==> src/design/tsfp_pkg.sv <==
package tsfp_pkg;

   // queue between parser front and output back
   localparam int unsigned QUEUE_DEPTH = 4;
   localparam int unsigned QPTR_W      = $clog2(QUEUE_DEPTH);
   localparam int unsigned QCNT_W      = $clog2(QUEUE_DEPTH + 1);

   // payload lengths per packet type
   localparam logic [7:0] BLOCK_REQ_LEN = 8'd16;
   localparam logic [7:0] DATA_REQ_LEN  = 8'd32;
   localparam logic [7:0] XFER_DONE_LEN = 8'd16;

   // result event codes
   localparam logic [2:0] EV_NONE     = 3'd0;
   localparam logic [2:0] EV_ACK      = 3'd1;
   localparam logic [2:0] EV_NOK      = 3'd2;
   localparam logic [2:0] EV_NOQ      = 3'd3;
   localparam logic [2:0] EV_PKT_TAG  = 3'd4;
   localparam logic [2:0] EV_PAYLOAD  = 3'd5;
   localparam logic [2:0] EV_VER_DONE = 3'd6;

   // packet types
   localparam logic [1:0] PT_BLOCK_REQ = 2'd0;
   localparam logic [1:0] PT_DATA_REQ  = 2'd1;

   // tag indexes
   localparam logic [2:0] TAG_ACK = 3'd0;
   localparam logic [2:0] TAG_NOK = 3'd1;
   localparam logic [2:0] TAG_NOQ = 3'd2;
   localparam logic [2:0] TAG_VER = 3'd3;
   localparam logic [2:0] TAG_RQB = 3'd4;
   localparam logic [2:0] TAG_ADR = 3'd5;
   localparam logic [2:0] TAG_XFC = 3'd6;
   localparam logic [2:0] TAG_XTO = 3'd7;
   localparam int unsigned NUM_TAGS = 8;

   // tag text, oldest character in the top byte
   localparam logic [31:0] TAG_TEXT [NUM_TAGS] = '{
      32'h41434B3E,   // ACK>
      32'h4E4F4B3E,   // NOK>
      32'h4E4F513E,   // NOQ>
      32'h5645523E,   // VER>
      32'h5251423E,   // RQB>
      32'h4144523E,   // ADR>
      32'h5846433E,   // XFC>
      32'h58544F3E    // XTO>
   };

   // one classified beat handed from front to back
   typedef struct packed {
      logic [2:0]  ev;
      logic [1:0]  ptype;
      logic [7:0]  pbyte;
      logic [7:0]  pidx;
      logic        plast;
      logic [31:0] ver_chars;
   } entry_type;

   // payload length of a type, zero acts as one
   function automatic logic [7:0] payload_len(input logic [1:0] ptype);
      logic [7:0] n;
      begin
         if (ptype == PT_BLOCK_REQ) n = BLOCK_REQ_LEN;
         else if (ptype == PT_DATA_REQ) n = DATA_REQ_LEN;
         else n = XFER_DONE_LEN;
         payload_len = (n == 8'd0) ? 8'd1 : n;
      end
   endfunction

   // leading hex digits of four characters, stops at first non-hex
   function automatic logic [15:0] parse_version(input logic [31:0] chars);
      logic [15:0] v;
      logic        stop;
      logic [7:0]  c;
      logic [3:0]  d;
      logic        ok;
      begin
         v    = 16'd0;
         stop = 1'b0;
         for (int i = 0; i < 4; i++) begin
            c  = chars[31 - 8*i -: 8];
            ok = 1'b1;
            d  = 4'd0;
            if (c >= 8'h30 && c <= 8'h39) d = 4'(c - 8'h30);
            else if (c >= 8'h41 && c <= 8'h46) d = 4'(c - 8'h37);
            else if (c >= 8'h61 && c <= 8'h66) d = 4'(c - 8'h57);
            else ok = 1'b0;
            if (!ok) stop = 1'b1;
            if (!stop) v = {v[11:0], d};
         end
         parse_version = v;
      end
   endfunction

endpackage

==> src/design/tsfp_front.sv <==
module tsfp_front (
   input  logic                 clock,
   input  logic                 reset,
   input  logic                 push,
   input  logic [7:0]           rx_byte,
   output tsfp_pkg::entry_type  push_data
);

   typedef enum logic [2:0] {
      MODE_HUNT    = 3'b001,
      MODE_VER     = 3'b010,
      MODE_PAYLOAD = 3'b100
   } mode_type;

   mode_type    mode_ff, mode_in;
   logic [31:0] window_ff, window_in;
   logic [7:0]  count_ff, count_in;
   logic [1:0]  type_ff, type_in;
   logic [31:0] shifted;
   logic        hit;
   logic [2:0]  hit_idx;

   // tag compare on the shifted window
   always_comb begin
      shifted = {window_ff[23:0], rx_byte};
      hit     = 1'b0;
      hit_idx = tsfp_pkg::TAG_ACK;
      for (int t = tsfp_pkg::NUM_TAGS - 1; t >= 0; t--) begin
         if (shifted == tsfp_pkg::TAG_TEXT[t]) begin
            hit     = 1'b1;
            hit_idx = 3'(t);
         end
      end
   end

   // parser next state and classified beat
   always_comb begin
      mode_in   = mode_ff;
      window_in = window_ff;
      count_in  = count_ff;
      type_in   = type_ff;
      push_data = '0;
      unique case (mode_ff)
         MODE_PAYLOAD: begin
            push_data.ev    = tsfp_pkg::EV_PAYLOAD;
            push_data.ptype = type_ff;
            push_data.pbyte = rx_byte;
            push_data.pidx  = count_ff;
            if (({1'b0, count_ff} + 9'd1) >= {1'b0, tsfp_pkg::payload_len(type_ff)}) begin
               push_data.plast = 1'b1;
               mode_in         = MODE_HUNT;
               count_in        = 8'd0;
            end else begin
               count_in = count_ff + 8'd1;
            end
         end
         MODE_VER: begin
            case (count_ff[1:0])
               2'd0:    window_in[31:24] = rx_byte;
               2'd1:    window_in[23:16] = rx_byte;
               2'd2:    window_in[15:8]  = rx_byte;
               default: window_in[7:0]   = rx_byte;
            endcase
            count_in            = count_ff + 8'd1;
            push_data.ver_chars = window_in;
            if (count_ff >= 8'd3) begin
               push_data.ev = tsfp_pkg::EV_VER_DONE;
               mode_in      = MODE_HUNT;
               count_in     = 8'd0;
            end
         end
         default: begin
            mode_in   = MODE_HUNT;
            window_in = shifted;
            if (hit) begin
               window_in = '0;
               count_in  = 8'd0;
               if (hit_idx <= tsfp_pkg::TAG_NOQ) begin
                  push_data.ev = hit_idx + 3'd1;
               end else if (hit_idx == tsfp_pkg::TAG_VER) begin
                  mode_in = MODE_VER;
               end else begin
                  type_in         = hit_idx[1:0];
                  mode_in         = MODE_PAYLOAD;
                  push_data.ev    = tsfp_pkg::EV_PKT_TAG;
                  push_data.ptype = hit_idx[1:0];
               end
            end
         end
      endcase
   end

   // parser state, advances on every accepted beat
   always_ff @(posedge clock) begin
      if (reset) begin
         mode_ff   <= MODE_HUNT;
         window_ff <= '0;
         count_ff  <= 8'd0;
         type_ff   <= 2'd0;
      end else if (push) begin
         mode_ff   <= mode_in;
         window_ff <= window_in;
         count_ff  <= count_in;
         type_ff   <= type_in;
      end
   end

   // last payload beat returns to hunting
   a_last_to_hunt: assert property (@(posedge clock) disable iff (reset)
      push && push_data.plast |=> mode_ff == MODE_HUNT && count_ff == 8'd0)
      else $error("payload end did not return to hunting");

   // version field never runs past four characters
   a_ver_count: assert property (@(posedge clock) disable iff (reset)
      mode_ff == MODE_VER |-> count_ff < 8'd4)
      else $error("version count out of range");

   // payload index stays below the packet length
   a_payload_idx: assert property (@(posedge clock) disable iff (reset)
      mode_ff == MODE_PAYLOAD |-> count_ff < tsfp_pkg::payload_len(type_ff))
      else $error("payload index beyond packet length");

endmodule

==> src/design/tsfp_queue.sv <==
module tsfp_queue (
   input  logic                 clock,
   input  logic                 reset,
   input  logic                 push,
   input  tsfp_pkg::entry_type  push_data,
   output logic                 full,
   input  logic                 pop,
   output tsfp_pkg::entry_type  pop_data,
   output logic                 not_empty
);

   tsfp_pkg::entry_type              slot_ff [tsfp_pkg::QUEUE_DEPTH];
   logic [tsfp_pkg::QPTR_W-1:0]      wr_ptr_ff, rd_ptr_ff;
   logic [tsfp_pkg::QCNT_W-1:0]      count_ff, count_in;

   assign full      = (count_ff == tsfp_pkg::QCNT_W'(tsfp_pkg::QUEUE_DEPTH));
   assign not_empty = (count_ff != '0);
   assign pop_data  = slot_ff[rd_ptr_ff];

   // occupancy
   always_comb begin
      count_in = count_ff;
      if (push && !pop) count_in = count_ff + 1'b1;
      else if (pop && !push) count_in = count_ff - 1'b1;
   end

   // storage
   always_ff @(posedge clock) begin
      if (push) slot_ff[wr_ptr_ff] <= push_data;
   end

   // pointers
   always_ff @(posedge clock) begin
      if (reset) begin
         wr_ptr_ff <= '0;
         rd_ptr_ff <= '0;
         count_ff  <= '0;
      end else begin
         if (push) wr_ptr_ff <= wr_ptr_ff + 1'b1;
         if (pop)  rd_ptr_ff <= rd_ptr_ff + 1'b1;
         count_ff <= count_in;
      end
   end

endmodule

==> src/design/tsfp_back.sv <==
module tsfp_back (
   input  logic                 clock,
   input  logic                 reset,
   input  logic                 head_valid,
   input  tsfp_pkg::entry_type  head,
   output logic                 pop,
   output logic                 rsp_tvalid,
   input  logic                 rsp_tready,
   output logic [31:0]          rsp_tdata,
   output logic [4:0]           rsp_tuser,
   output logic                 rsp_tlast
);

   typedef struct packed {
      logic [2:0]  ev;
      logic [1:0]  ptype;
      logic [7:0]  pbyte;
      logic [7:0]  pidx;
      logic        plast;
      logic [15:0] version;
   } rsp_type;

   rsp_type     out_ff;
   logic        out_valid_ff;
   logic [15:0] version_ff, version_in;

   // take the next beat when the output register is free or draining
   assign pop = head_valid && (!out_valid_ff || rsp_tready);

   // version register follows completed version fields
   always_comb begin
      version_in = version_ff;
      if (head.ev == tsfp_pkg::EV_VER_DONE) version_in = tsfp_pkg::parse_version(head.ver_chars);
   end

   always_ff @(posedge clock) begin
      if (reset) begin
         out_valid_ff <= 1'b0;
         version_ff   <= 16'd0;
      end else begin
         if (pop) begin
            out_valid_ff <= 1'b1;
            version_ff   <= version_in;
         end else if (rsp_tready) begin
            out_valid_ff <= 1'b0;
         end
      end
   end

   // output payload register
   always_ff @(posedge clock) begin
      if (pop) begin
         out_ff.ev      <= head.ev;
         out_ff.ptype   <= head.ptype;
         out_ff.pbyte   <= head.pbyte;
         out_ff.pidx    <= head.pidx;
         out_ff.plast   <= head.plast;
         out_ff.version <= version_in;
      end
   end

   assign rsp_tvalid = out_valid_ff;
   assign rsp_tdata  = {out_ff.version, out_ff.pidx, out_ff.pbyte};
   assign rsp_tuser  = {out_ff.ptype, out_ff.ev};
   assign rsp_tlast  = out_ff.plast;

   // last mark only on payload beats
   a_last_payload: assert property (@(posedge clock) disable iff (reset)
      out_valid_ff && out_ff.plast |-> out_ff.ev == tsfp_pkg::EV_PAYLOAD)
      else $error("last mark on a non-payload beat");

   // shown version matches the held version register
   a_version_held: assert property (@(posedge clock) disable iff (reset)
      pop |=> out_ff.version == version_ff)
      else $error("output version differs from version register");

   // packet type is zero outside packet events
   a_ptype_zero: assert property (@(posedge clock) disable iff (reset)
      out_valid_ff && out_ff.ev != tsfp_pkg::EV_PAYLOAD && out_ff.ev != tsfp_pkg::EV_PKT_TAG
      |-> out_ff.ptype == 2'd0)
      else $error("packet type set on a non-packet beat");

endmodule

==> src/design/tagged_serial_frame_parser.sv <==
// Tagged serial frame parser.
// The req channel takes one received serial byte per beat. The rsp channel
// gives exactly one result beat for every byte accepted, in order: an event
// code with packet type in tuser, payload byte, payload index and the last
// parsed version in tdata, and tlast on the final payload byte of a packet.
// A hunting front slides a four-byte window over the bytes and matches reply,
// version and packet tags; it tracks version and payload fields and pushes a
// classified beat into a four-entry queue. The back decodes version digits,
// holds the version register and drives a registered output stage.
// Throughput is one byte per cycle while the queue is not full. An accepted
// byte is written into the queue and then into the output register for rsp.
// When rsp_tready is low the output register holds its beat, the queue fills
// and req_tready drops once the queue holds four beats.
// Synchronous reset returns to hunting with a cleared window, payload count
// and packet type, a zero version and an empty queue; no clearing pass.
module tagged_serial_frame_parser (
   input  logic        clock,
   input  logic        reset,
   input  logic        req_tvalid,
   output logic        req_tready,
   input  logic [7:0]  req_tdata,    // [7:0] rx_byte
   output logic        rsp_tvalid,
   input  logic        rsp_tready,
   output logic [31:0] rsp_tdata,    // [7:0] payload_byte, [15:8] payload_index,
                                     // [31:16] version_value
   output logic [4:0]  rsp_tuser,    // [2:0] event_res, [4:3] packet_type
   output logic        rsp_tlast     // last_of_packet
);

   tsfp_pkg::entry_type push_data, head;
   logic                push, full, pop, head_valid;

   assign req_tready = !full;
   assign push       = req_tvalid && req_tready;

   tsfp_front u_front (
      .clock     (clock),
      .reset     (reset),
      .push      (push),
      .rx_byte   (req_tdata),
      .push_data (push_data)
   );

   tsfp_queue u_queue (
      .clock     (clock),
      .reset     (reset),
      .push      (push),
      .push_data (push_data),
      .full      (full),
      .pop       (pop),
      .pop_data  (head),
      .not_empty (head_valid)
   );

   tsfp_back u_back (
      .clock      (clock),
      .reset      (reset),
      .head_valid (head_valid),
      .head       (head),
      .pop        (pop),
      .rsp_tvalid (rsp_tvalid),
      .rsp_tready (rsp_tready),
      .rsp_tdata  (rsp_tdata),
      .rsp_tuser  (rsp_tuser),
      .rsp_tlast  (rsp_tlast)
   );

endmodule
==> config.mk <==
export PLATFORM = sky130hd
export DESIGN_NAME = tagged_serial_frame_parser
export DESIGN_NICKNAME = d
export VERILOG_FILES = /design/src/design/tsfp_pkg.sv /design/src/design/tsfp_front.sv /design/src/design/tsfp_queue.sv /design/src/design/tsfp_back.sv /design/src/design/tagged_serial_frame_parser.sv
export SDC_FILE = /design/constraint.sdc
export NUM_CORES = 1
export LEC_CHECK = 0
export BUFFER_PORTS_ARGS = -buffer_cell sky130_fd_sc_hd__buf_2
export CORE_ASPECT_RATIO = 1.75
export CORE_MARGIN = 1.5
export CORE_UTILIZATION = 29
export CTS_CLUSTER_SIZE = 12
export DETAILED_ROUTE_END_ITERATION = 16
export PLACE_DENSITY = 0.46
export SLEW_MARGIN = 15
export SYNTH_ARGS = -nofsm -noshare
export SYNTH_HDL_FRONTEND = slang
export SYNTH_SLANG_ARGS = --single-unit
==> constraint.sdc <==
create_clock -name clock -period 3.5 [get_ports clock]
set_clock_uncertainty 0.15 [all_clocks]
set_input_delay 0.875 -clock clock [delete_from_list [all_inputs] [get_ports clock]]
set_output_delay 0.875 -clock clock [all_outputs]
set_load 0.01 [all_outputs]
; ---- Word level (Yosys, flattened, before mapping)
; Memories as Yosys holds them, arrays and structs flattened. A register that Yosys moved wholly into a read port is not among the register bits.
; Cells that the tools add are included.
; Widths: inputs -> output; s select.
[totals]
reg_bits = 107
ramBits = 216
inputBits = 12
out_inout_bits = 40
elab_cells = 213
mem_count = 1
[mem_list]
columns = memory, words, width, read_ports, rd_clocked_by_memory_dff, write_ports, line
row1 = u_queue.slot_ff, 4, 54, 1, 1, 1, tsfp_queue.sv:12  ; tsfp_pkg::entry_type slot_ff [tsfp_pkg::QUEUE_DEPTH];
[op_classes]
add_sub_neg = 19
n_lt_le_gt_ge = 27
eq_ne = 18
n_mux = 95
n_bitwise = 4
n_reduce_logical = 34
[op_table]
columns = cell, count
row1 = $eq 32x31->1 const B, 8
row2 = $mux 8, 11
row3 = $ge 8x7->1 const B, 8
row4 = $le 8x7->1 const B, 8
row5 = $mux 32, 2
row6 = $pmux 32 s2, 1
row7 = $mux 4, 13
row8 = $mux 3, 17
row9 = $mux 1, 37
row10 = $ge 8x6->1 const B, 4
row11 = $le 8x6->1 const B, 4
row12 = $mux 16, 2
row13 = $sub 4x3->4 const B, 8
row14 = $mux 17, 1
row15 = $logic_and 1x1->1, 16
row16 = $pmux 8 s2, 1
row17 = $sub 4x1->4 const B, 4
row18 = $mux 12, 1
row19 = $pmux 3 s2, 2
row20 = $mux 5, 2
row21 = $add 8x1->9 const B, 1
row22 = $eq 3x3->1 const B, 3
row23 = $ge 9x8->1, 1
row24 = $add 8x1->8 const B, 1
row25 = 24 further kinds, 41

; ---- Depth between registers and ports, before layout
; Gate-level depths: netlist (run 1).
[logic_depth]
ltp_word = 16
mapped_depth = 15
mapped_depth_nobuf = 12

; ---- Modules after synthesis
; A second synthesis (run 1) with hierarchy kept.
[hier_totals]
cells_unflattened = 1039
area_unflattened_um2 = 14790.4
[modules_own_cells]
columns = module, instances, cells_each, area_each_um2, seq_area_each_um2
row1 = tsfp_queue, 1, 326, 8289.2, 6666.4
row2 = tsfp_front, 1, 422, 3467.1, 900.9
row3 = tsfp_back, 1, 289, 3024.2, 1481.4
row4 = tagged_serial_frame_parser, 1, 2, 10.0, 0.0

; ---- Least setup slack after synthesis (run 1)
; OpenSTA, ideal clock, no wires.
[synth_timing]
path_type = register to register
startpoint = register with a tool-made name
endpoint = register u_back.version_ff[9]
setup_time_ns = 0.070
t_arrival_ns = 3.487
required_time_ns = 3.280
slack_ns = -0.207
path_stages_with_launch = 16
path_buffers = 5
synth_period_minus_slack_ns = 3.707
path_cell_list = dfxtp_1 > buf_6 > buf_8 > buf_4 > buf_4 > mux4_2 > inv_1 > ha_1 > nor2_1 > o21ai_0 > nand4_1 > nand2_1 > buf_2 > mux2_2 > or3_1 > a21oi_1
[synth_lines]
columns = element, line
row1 = to (signal assigned), tsfp_back.sv:43  ; version_ff <= version_in;
row2 = to (decl), tsfp_back.sv:25  ; logic [15:0] version_ff, version_in;

==> results of run 1 <==
sequential cells by signal, summed over array words and instances (netlist names), named ones only:
register           cells
u_queue.slot_ff      216
u_back.rsp_tdata      32
u_front.window_ff     32
u_back.version_ff     16
u_front.count_ff       8
u_back.rsp_tuser       5
u_front.mode_ff        3
u_queue.count_ff       3
u_front.type_ff        2
u_queue.rd_ptr_ff      2
u_queue.wr_ptr_ff      2
u_back.rsp_tlast       1
u_back.rsp_tvalid      1
power by group:
| part | leakage, nW | internal, W | switching (W) |
|---|---|---|---|
| combinational | 2.71 | 0.00176 | 0.00217 |
| sequential | 2.81 | 0.00484 | 0.000204 |
| clock | 0.532 | 0.00205 | 0.00154 |
worst max-delay path: cells and delay by family, from the launching register on:
family	cells	cell delay, ns
simple gates	2	0.57
mux	1	0.59
flops	1	0.41
compound gates	4	0.99
buf+inv	3	0.46
through the flow:
step                      cell area [um^2]  setup slack [ns]   util
after CTS                            17500           0.00293  0.353
after global placement               16300            -0.133  0.330
after global routing                 17700           -0.0185  0.358
after floorplan                      14500           -0.0173      -
after detailed placement             16300            -0.169  0.330
final                                17700            0.0798  0.358
area by class of cell:
class / count / area, um^2
Clock buffer: 55 / 991
Multi-Input combinational cell: 617 / 5200
Tap cell: 660 / 826
Clock inverter: 9 / 113
Inverter: 36 / 135
Timing Repair Buffer: 193 / 1380
Sequential cell: 325 / 9050
Fill cell: 4866 / 31800
cell usage after synthesis, types with 3 or more instances:
| library cell | instances |
|---|---|
| a211oi_1 | 4 |
| a21oi_1 | 24 |
| a221oi_1 | 6 |
| a22o_1 | 3 |
| a22oi_1 | 4 |
| a311oi_1 | 27 |
| a31oi_1 | 4 |
| and2_1 | 3 |
| and3_1 | 24 |
| buf_1 | 4 |
| buf_2 | 6 |
| buf_4 | 3 |
| clkbuf_1 | 39 |
| dfxtp_1 | 71 |
| edfxtp_1 | 254 |
| ha_1 | 31 |
| inv_1 | 35 |
| mux2_2 | 6 |
| mux2i_1 | 45 |
| mux4_1 | 9 |
| mux4_2 | 45 |
| nand2_1 | 51 |
| nand2b_1 | 9 |
| nand3_1 | 15 |
| nand3b_1 | 18 |
| nand4_1 | 5 |
| nand4b_1 | 4 |
| nor2_1 | 100 |
| nor2b_1 | 4 |
| nor3_1 | 30 |
| nor3b_1 | 6 |
| nor4_1 | 6 |
| nor4b_1 | 5 |
| o21a_1 | 10 |
| o21ai_0 | 28 |
| o22ai_1 | 4 |
| o31ai_1 | 13 |
| or2_2 | 4 |
| or3_1 | 6 |
| or4_1 | 4 |
| or4b_1 | 4 |
| xnor2_1 | 7 |
| xor2_1 | 6 |
logic make-up after synthesis:
logic type / Yosys count / share of synthesized area
compound gates: 158 / 0.0791
mux: 105 / 0.122
fa+ha+maj: 32 / 0.0282
buf+inv: 91 / 0.0267
xor+xnor: 13 / 0.00787
flops: 325 / 0.625
simple gates: 309 / 0.111
repair_timing:
item	CTS	global route
pin swaps	1	13
endpoints found under the setup margin	15	58
gates resized for setup	2	37
buffers inserted	2	9
worst max-delay path by stage:
stage / start / end / slack [ns] / depth (start not counted)
floorplan: flip-flop / u_back.version_ff[9] / -0.02 / 15
global placement: req_tdata[0] / u_queue.slot_ff[2][49] / -0.13 / 13
detailed placement: req_tdata[7] / u_front.type_ff[1] / -0.17 / 11
CTS: u_front.window_ff[13] / u_front.count_ff[5] / 0.003 / 9
global route: u_front.window_ff[13] / u_queue.slot_ff[0][52] / -0.02 / 8
finish: flip-flop / u_back.rsp_tdata[20] / 0.08 / 10
per-layer routing:
layer  wire length, um  part of all wire  global-route usage  vias up
li1                  -                 -                   -     4384
met1             14500              0.38               0.163     4708
met2             21500              0.56               0.293      148
met3               945             0.025              0.0172       67
met4              1240             0.033              0.0576        0
met5                 0                 0                   0        -
==> metrics.md, run 1 <==
| Metric | Value |
|---|---|
| Post-Syn Area | roughly 14,000 um^2 |
| Full die area | 51,300 um^2 |
| Largest net degree at the start of global routing | 45 |
| Period minus WS final | 3.42 ns |
| R2R setup slack | 0.08 ns |
| Gr ovfl total | 0 |
| Fin Hold WS | 0.303 ns |
| Actual slew at the worst max-slew pin | 0.890 ns |
| Slowest CP cell | mux4_1 |
| CTS tree | done |
| Max incr delay on CP | 0.59 ns |
| Final hold vios | 0 |
| HPWL after DPL | 26.6 mm |
| Pwr Density | 710 nW/um^2 |
| Share of layout cells above drive strength 1 | 0.275 |
| Leading cell type in the layout, fill and taps excluded | edfxtp_1 |
| First-pass GRT wire length | 58.1 mm |
| Clock Pin Slew Worst Setup and Hold Paths | around 0.060 ns |
| Area Growth Syn to Fin | 22.2% |
| Starting Density | 0.293 |
| DR vias | 9,307 |
| CP endpoint kind | flip-flop |
| Port buffer count | 51 |
| Max Freq | between 200 and 300 MHz |
| CTS H-tree lvls | 2 |
| Clock Tree Buf Depth | 3 |
| Sequential element share of the synthesized area | 0.625 |
| CTS Buf Count | 35 |
| Wire per inst | roughly 20 um |
| Worst Hold End | u_back.version_ff[11] |
| Initial DRC count | 524 |
| Row cnt | 108 |
| Worst rel slew slack | 0.404 |
| Cells after Synth | 1,033 |
| Finish-stage setup viols | 0 |
| Status | complete, no violations |
| Die H | 299 um |
| Primary FF master, synth | edfxtp_1 |
| Top post-synthesis cells by area | edfxtp_1, dfxtp_1, mux4_2, mux2i_1, ha_1 |
| Final weighted congestion in routability-driven placement | 0.882 |
| Cells after DPL | 1,820 |
| Die extent in x | 172 um |
| Hold crit path type | reg2reg |
| R2r endpoint | u_back.rsp_tdata[20] |
| Finished Layout Cells | about 1.9k |
| Initial antenna violation count | 1 |
| Nets | about 1.3k |
| DR pass1 iterations | 7 |
| RSZ-0062 raised after global routing | true |
| ANT nets after route | 0 |
| Max FO, Critical Path | 6 |
| Most frequent cells in the layout | edfxtp_1, buf_4, nor2_1 |
| Ant diodes | 0 |
| Yosys reg bits | between 300 and 400 |
| Ports | 52 |
| Hold path cells | 2 |
| Syn. warnings | 0 |
| Max-cap violation count | 0 |
| Clk sink count | 325 |
| Syn avg cell area | 14.0 um^2 |
| Critical Path AT | around 3.5 ns |
| Synth async-reset ratio | 0 |
| Max Slew Vio Count | 0 |
| WP data required | 3.61 ns |
| HP Start | u_back.version_ff[11] |
| Max VDD drop | ~0.3 mV |
| Area leader, netlist | edfxtp_1 |
| Drt total wl | 38.2 mm |
| Critical path class | reg2reg |
| Post-synth top area share | 0.527 |
| # DRC | 0 |
| CP Launch Type | flip-flop |
| Global-route usage over all layers | 0.151 |
| Clk root buf | clkbuf_16 |
| Hold buffer count at CTS | 0 |
| Worst r2r path cells | 10 |
| Cell mode on critical path | buf_4 |
| Setup TNS | 0 ns |
| Leakage | 6.05 nW |
| Syn nets | 1,077 |
| Area of the core | 49,500 um^2 |
| Via-to-Cell Ratio | 4.91 |
| Post-synth EDFFs | 254 |
| Total Power | 0.0126 W |
| Crit path cell chain | buf_8, buf_4, mux4_1, or4b_4, a311oi_2, buf_4, nor3_2, o211ai_1, o21a_1, o21ai_0 |
| Yosys cell types | 73 |
| Later-pin clock latency in the skew report | approximately 0.54 ns |
| Period utilization | 0.977 |
| Vias in the first global route | 9,721 |
Power figures use the tool's default switching activity.
==> run 2, diff against run 1 <==
- PLACE_DENSITY: 0.46 -> unset
- SLEW_MARGIN: 15 -> 10
==> metrics.md, run 2 (synthesis results as in run 1) <==
| Metric | Value |
|---|---|
| Status | complete, no violations (unchanged) |
| Max VDD drop | 0.360 mV (was 0.309 mV) |
| Period minus WS final | 3.40 ns (was 3.42 ns) |
| Layout fillers | 4,857 (was 4,866) |
| Die H | 299 um (unchanged) |
| Drt total wl | 34.8 mm (was 38.2 mm) |
| Full die area | 51,300 um^2 (unchanged) |
| CTS tree | done (unchanged) |
| Cell Int Power | 0.00799 W (was 0.00865 W) |
| Clk network pwr share | 0.263 (was 0.286) |
| Gr ovfl total | 0 (unchanged) |
| Via-to-Cell Ratio | 4.99 (was 4.91) |
| Clock Pin Slew Worst Setup and Hold Paths | 0.06 ns (about the same) |
| Finished Layout Cells | 1,830 (was 1,895) |
| Switch Pwr | 0.00360 W (was 0.00392 W) |
| DR pass1 iterations | 4 (was 7) |
| Max-cap violation count | 0 (unchanged) |
| CP endpoint kind | flip-flop (unchanged) |
| Routed met2 length | 19.6 mm (was 21.5 mm) |
| Share of layout cells above drive strength 1 | 0.226 (was 0.275) |
| Leakage | 5.65 nW (was 6.05 nW) |
| Area of the core | 49,500 um^2 (unchanged) |
| Met1 Routed Length | 12.8 mm (was 14.5 mm) |
| Area Growth Syn to Fin | 17.7% (was 22.2%) |
| Period utilization | 0.972 (was 0.977) |
| Row cnt | 108 (unchanged) |
| CTS H-tree lvls | 1 (was 2) |
| WP data required | 3.85 ns (was 3.61 ns) |
| Max Slew Vio Count | 0 (unchanged) |
| Most frequent cells in the layout | edfxtp_1, nor2_1, buf_4 (was edfxtp_1, buf_4, nor2_1) |
| Setup TNS | 0 ns (unchanged) |
| Post-route worst setup slack | 0.0979 ns (was 0.0798 ns) |
| Cells after DPL | 1,769 (was 1,820) |
| Leading cell type in the layout, fill and taps excluded | edfxtp_1 (unchanged) |
| Worst rel slew slack | 0.345 (was 0.404) |
| Initial antenna violation count | 2 (was 1) |
| Port buffer count | 51 (unchanged) |
| DR vias | 9,134 (was 9,307) |
| Largest register FFs | 216 (unchanged) |
| Largest register by flop count | u_queue.slot_ff (unchanged) |
| Initial DRC count | 527 (was 524) |
| Max FO, Critical Path | 3 (was 6) |
| Finish-stage setup viols | 0 (unchanged) |
| Routed wl met3 | 1.22 mm (was 945 um) |
| Flop pwr share | 0.436 (was 0.401) |
| Die extent in x | 172 um (unchanged) |
| Switching share of power | 0.310 (was 0.312) |
| Largest net degree at the start of global routing | 55 (was 45) |
| Clk sink count | 325 (unchanged) |
| Actual slew at the worst max-slew pin | 0.979 ns (was 0.890 ns) |
| CP Launch Type | flip-flop (unchanged) |
| Critical path class | reg2reg (unchanged) |
| Wire per inst | 19.0 um (was 20.2 um) |
| DR top layer | met5 (was met4) |
| Vias in the first global route | 9,325 (was 9,721) |
| Nets | 1,189 (was 1,252) |
| ANT nets after route | 0 (unchanged) |
| Ant diodes | 0 (unchanged) |
| Comb pwr share | 0.301 (was 0.313) |
| # DRC | 0 (unchanged) |
| HPWL after DPL | 24.1 mm (was 26.6 mm) |
| Max Freq | 294 MHz (was 292 MHz) |
| Hold crit path type | reg2reg (unchanged) |
| Total Power | 0.0116 W (was 0.0126 W) |
| First-pass GRT wire length | 53.3 mm (was 58.1 mm) |
| Clock Tree Buf Depth | 3 (unchanged) |
| Critical Path AT | 3.75 ns (was 3.53 ns) |
| Later-pin clock latency in the skew report | 0.57 ns (was 0.54 ns) |
| CTS Buf Count | 31 (was 35) |
| Pwr Density | 680 nW/um^2 (was 710 nW/um^2) |
| Ports | 52 (unchanged) |
| Clk root buf | clkbuf_16 (unchanged) |
| Final weighted congestion in routability-driven placement | 0.861 (was 0.882) |
| Global-route usage over all layers | 0.136 (was 0.151) |
| Starting Density | 0.293 (unchanged) |
| Dpl ws | -0.156 ns (was -0.169 ns) |
| Fin util | 0.345 (was 0.358) |
| Final hold vios | 0 (unchanged) |
-- run 2: final timing paths --
check             cells after the start                   from                     to  slack (ns)
setup reg to reg                     12  u_front.window_ff[13]     u_front.mode_ff[1]         0.1
hold / removal                        2  u_back.version_ff[12]  u_back.version_ff[12]        0.30
setup / recovery                     12  u_front.window_ff[13]     u_front.mode_ff[1]         0.1
hold reg to reg                       2  u_back.version_ff[12]  u_back.version_ff[12]        0.30
-- run 2: final cells by class --
| class | count | area (um^2) | share of cell area |
|---|---|---|---|
| inverter | 36 | 135 | 0.00793 |
| tap | 660 | 826 | 0.0485 |
| timing repair buffer | 134 | 965 | 0.0566 |
| clock inverter | 2 | 15.0 | 0.000881 |
| sequential | 325 | 9050 | 0.531 |
| multi-input combinational | 617 | 5170 | 0.303 |
| clock buffer | 56 | 881 | 0.0517 |
-- run 2: per-layer routing --
| metal | up-vias | global-route usage |
|---|---|---|
| met5 | - | 0 |
| met4 | 4 | 0.0582 |
| met3 | 69 | 0.0146 |
| met2 | 195 | 0.265 |
| met1 | 4612 | 0.143 |
| li1 | 4254 | - |
-- run 2: what timing repair did --
| action | 4_1_cts | 5_1_grt |
|---|---|---|
| gates cloned | 0 | 0 |
| hold buffers | 0 | 0 |
| gates resized for setup | 6 | 26 |
| endpoints found under the setup margin | 21 | 43 |
| pin swaps | 3 | 3 |
| buffers inserted | 0 | 3 |
-- run 2: critical path, stage by stage, from the launching register on --
cell      delay [ns]
dfxtp_1         0.31
or4b_4          0.55
buf_4           0.15
or4_4           0.50
nor2_1          0.12
o211a_1         0.18
a221o_1         0.14
inv_1           0.06
ha_2            0.19
a211oi_2        0.30
o31ai_2         0.13
or3_1           0.39
a21oi_1         0.14
-- run 2: per-stage QoR --
step | cell area (um^2) | hold WS (ns)
global route | 17000 | 0.317
finish | 17000 | 0.305
global placement | 16000 | 0.294
detailed placement | 16000 | 0.297
CTS | 16900 | 0.306
floorplan | 14500 | 0.287
-- run 2: power by group through the flow --
stage / combinational (W) / sequential (W) / clock (W)
3_3_place_gp: 0.00345 / 0.00512 / 0
6_report: 0.00349 / 0.00505 / 0.00305
2_1_floorplan: 0.00215 / 0.00521 / 0
4_1_cts: 0.00351 / 0.00506 / 0.00312
5_1_grt: 0.00383 / 0.00511 / 0.00326
3_5_place_dp: 0.00349 / 0.00514 / 0
==> run 3, diff against run 2 <==
==> constraint.sdc (replaced) <==
create_clock -name clock -period 3.5 [get_ports clock]
set_clock_uncertainty 0.15 [all_clocks]
set_input_delay 0.175 -clock clock [delete_from_list [all_inputs] [get_ports clock]]
set_output_delay 0.175 -clock clock [all_outputs]
set_load 0.01 [all_outputs]
==> metrics.md, run 3 (synthesis results as in run 1) <==
| Metric | Value |
|---|---|
| Period minus WS final | 3.37 ns (was 3.40 ns) |
| Vias in the first global route | 9,430 (was 9,325) |
| Met2 Use GR | 0.268 (was 0.265) |
| Final hold vios | 0 (unchanged) |
| RSZ-0062 raised after global routing | true |
| Max Freq | 297 MHz (was 294 MHz) |
| Post-layout instance area | 17,000 um^2 (about the same) |
| Share of layout cells above drive strength 1 | 0.212 (was 0.226) |
| DR pass1 iterations | 4 (unchanged) |
| CTS Buf Count | 31 (unchanged) |
| Gr ovfl total | 0 (unchanged) |
| WP data required | 3.67 ns (was 3.85 ns) |
| First-pass GRT wire length | 54.8 mm (was 53.3 mm) |
| Clock Tree Buf Depth | 3 (unchanged) |
| Max-cap violation count | 0 (unchanged) |
| Full die area | 51,300 um^2 (unchanged) |
| Max incr delay on CP | 0.54 ns (was 0.55 ns) |
| ANT nets after route | 0 (unchanged) |
| Area of the core | 49,500 um^2 (unchanged) |
| CP Launch Type | flip-flop (unchanged) |
| Pwr Density | 685 nW/um^2 (was 680 nW/um^2) |
| HPWL after DPL | 24.5 mm (was 24.1 mm) |
| Reg area | 9050 um^2 (unchanged) |
| Worst r2r path cells | 11 (was 12) |
| Clock Pin Slew Worst Setup and Hold Paths | 0.07 ns (was 0.06 ns) |
| CTS tree | done (unchanged) |
| Layout fillers | 4,863 (was 4,857) |
| Row cnt | 108 (unchanged) |
| Hold crit path type | in2reg (was reg2reg) |
| Largest register by flop count | u_queue.slot_ff (unchanged) |
| Max FO, Critical Path | 4 (was 3) |
| Global routing usage on met3 | 0.0156 (was 0.0146) |
| Max Slew Vio Count | 0 (unchanged) |
| Leading cell type in the layout, fill and taps excluded | edfxtp_1 (unchanged) |
| Initial DRC count | 553 (was 527) |
| Critical Path AT | 3.54 ns (was 3.75 ns) |
| Crit path cell chain | or4b_4, or3_4, or4_4, a21oi_2, nor2_1, inv_1, ha_2, a211oi_2, o311a_1, buf_4, a22o_4 (was or4b_4, buf_4, or4_4, nor2_1, o211a_1, a221o_1, inv_1, ha_2, a211oi_2, o31ai_2, or3_1, a21oi_1) |
| Status | complete, no violations (unchanged) |
| CP endpoint kind | flip-flop (unchanged) |
| Fin Hold WS | 0.0145 ns (was 0.305 ns) |
| Die extent in x | 172 um (unchanged) |
| Actual slew at the worst max-slew pin | 0.983 ns (was 0.979 ns) |
| Setup TNS | 0 ns (unchanged) |
| Multi-input combinational cell area | 5150 um^2 (was 5170 um^2) |
| R2r endpoint | u_queue.slot_ff[0][49] (was u_front.mode_ff[1]) |
| Initial antenna violation count | 2 (unchanged) |
| Largest register FFs | 216 (unchanged) |
| Later-pin clock latency in the skew report | 0.58 ns (was 0.57 ns) |
| Starting Density | 0.293 (unchanged) |
| Finish-stage setup viols | 0 (unchanged) |
| Clk sink count | 325 (unchanged) |
| Slowest CP cell | or4b_4 (unchanged) |
| Nets | 1,183 (was 1,189) |
| CP startpoint | u_front.window_ff[13] (unchanged) |
| Clk root buf | clkbuf_16 (unchanged) |
| R2R Path Start | u_front.window_ff[13] (unchanged) |
| Period utilization | 0.963 (was 0.972) |
| Most frequent cells in the layout | edfxtp_1, nor2_1, dfxtp_1 (was edfxtp_1, nor2_1, buf_4) |
| Total Power | 0.0117 W (was 0.0116 W) |
| Top Usage Layer GRT | met2 (unchanged) |
| Max VDD drop | 0.364 mV (was 0.360 mV) |
| R2R setup slack | 0.13 ns (was 0.1 ns) |
| Fin util | 0.344 (was 0.345) |
| Drt total wl | 35.7 mm (was 34.8 mm) |
| CTS H-tree lvls | 1 (unchanged) |
| Worst rel slew slack | 0.343 (was 0.345) |
| Final weighted congestion in routability-driven placement | 0.903 (was 0.861) |
| Ports | 52 (unchanged) |
| Via-to-Cell Ratio | 5.04 (was 4.99) |
| Leakage | 5.66 nW (was 5.65 nW) |
| Largest net degree at the start of global routing | 45 (was 55) |
| Capture point of the critical path | u_queue.slot_ff[0][49] (was u_front.mode_ff[1]) |
| Met1 GRT Util | 0.146 (was 0.143) |
| Critical path class | reg2reg (unchanged) |
| DR vias | 9,191 (was 9,134) |
| Port buffer count | 51 (unchanged) |
| Global-route usage over all layers | 0.140 (was 0.136) |
| Area Growth Syn to Fin | 17.5% (was 17.7%) |
| Placed Area | 15,900 um^2 (was 16,000 um^2) |
| Die H | 299 um (unchanged) |
| # DRC | 0 (unchanged) |
| Wire per inst | 19.6 um (was 19.0 um) |
==> run 3: metrics by stage <==
step,instances,setup WS (ns)
floorplan,1033,0.00287
detailed placement,1756,-0.0543
global route,1825,-0.0104
CTS,1821,0.0134
finish,1825,0.130
global placement,1756,0.0445
==> run 3: what timing repair did <==
action | CTS | global route
hold endpoints to repair | 6 | 0
pin swaps | 1 | 5
hold buffers | 6 | 0
endpoints found under the setup margin | 10 | 40
setup buffers | 1 | 3
gates resized for setup | 4 | 18
==> run 3: worst max-delay path: cells and delay by family, from the launching register on <==
family,cells,cell delay [ns]
fa+ha+maj,1,0.20
flops,1,0.31
buf+inv,2,0.25
compound gates,4,0.78
simple gates,4,1.41
==> run 3: worst min path at each step <==
stage,from,to,slack [ns],cells past startpoint
detailed placement,rsp_tready,u_back.rsp_tvalid,0.30,4
floorplan,req_tdata[0],u_front.window_ff[0],0.17,2
CTS,req_tvalid,u_queue.wr_ptr_ff[1],0.001,4
global route,req_tdata[7],u_front.window_ff[7],0.02,4
finish,req_tdata[2],u_front.window_ff[2],0.01,4
global placement,u_back.version_ff[15],u_back.version_ff[15],0.29,2
==> run 3: cell type report <==
cell class	count	area share
Inverter	36	0.00794
Timing Repair Buffer	128	0.0557
Tap cell	660	0.0485
Clock buffer	56	0.0524
Sequential cell	325	0.532
Multi-Input combinational cell	617	0.303
Clock inverter	2	0.000809
Antenna cell	1	0.000147
==> run 3: report_power, final <==
part	switching, W	total, W	leakage, nW	internal, W
logic	0.00205	0.00351	2.42	0.00146
registers	0.000215	0.00506	2.81	0.00484
clock network	0.00140	0.00310	0.435	0.00170
total	0.00366	0.0117	5.66	0.00800
==> run 3: routing by layer <==
layer | vias to the layer above | wire, um
li1 | 4240 | -
met1 | 4617 | 13100
met2 | 242 | 19400
met3 | 90 | 1320
met4 | 2 | 1770
met5 | - | 10
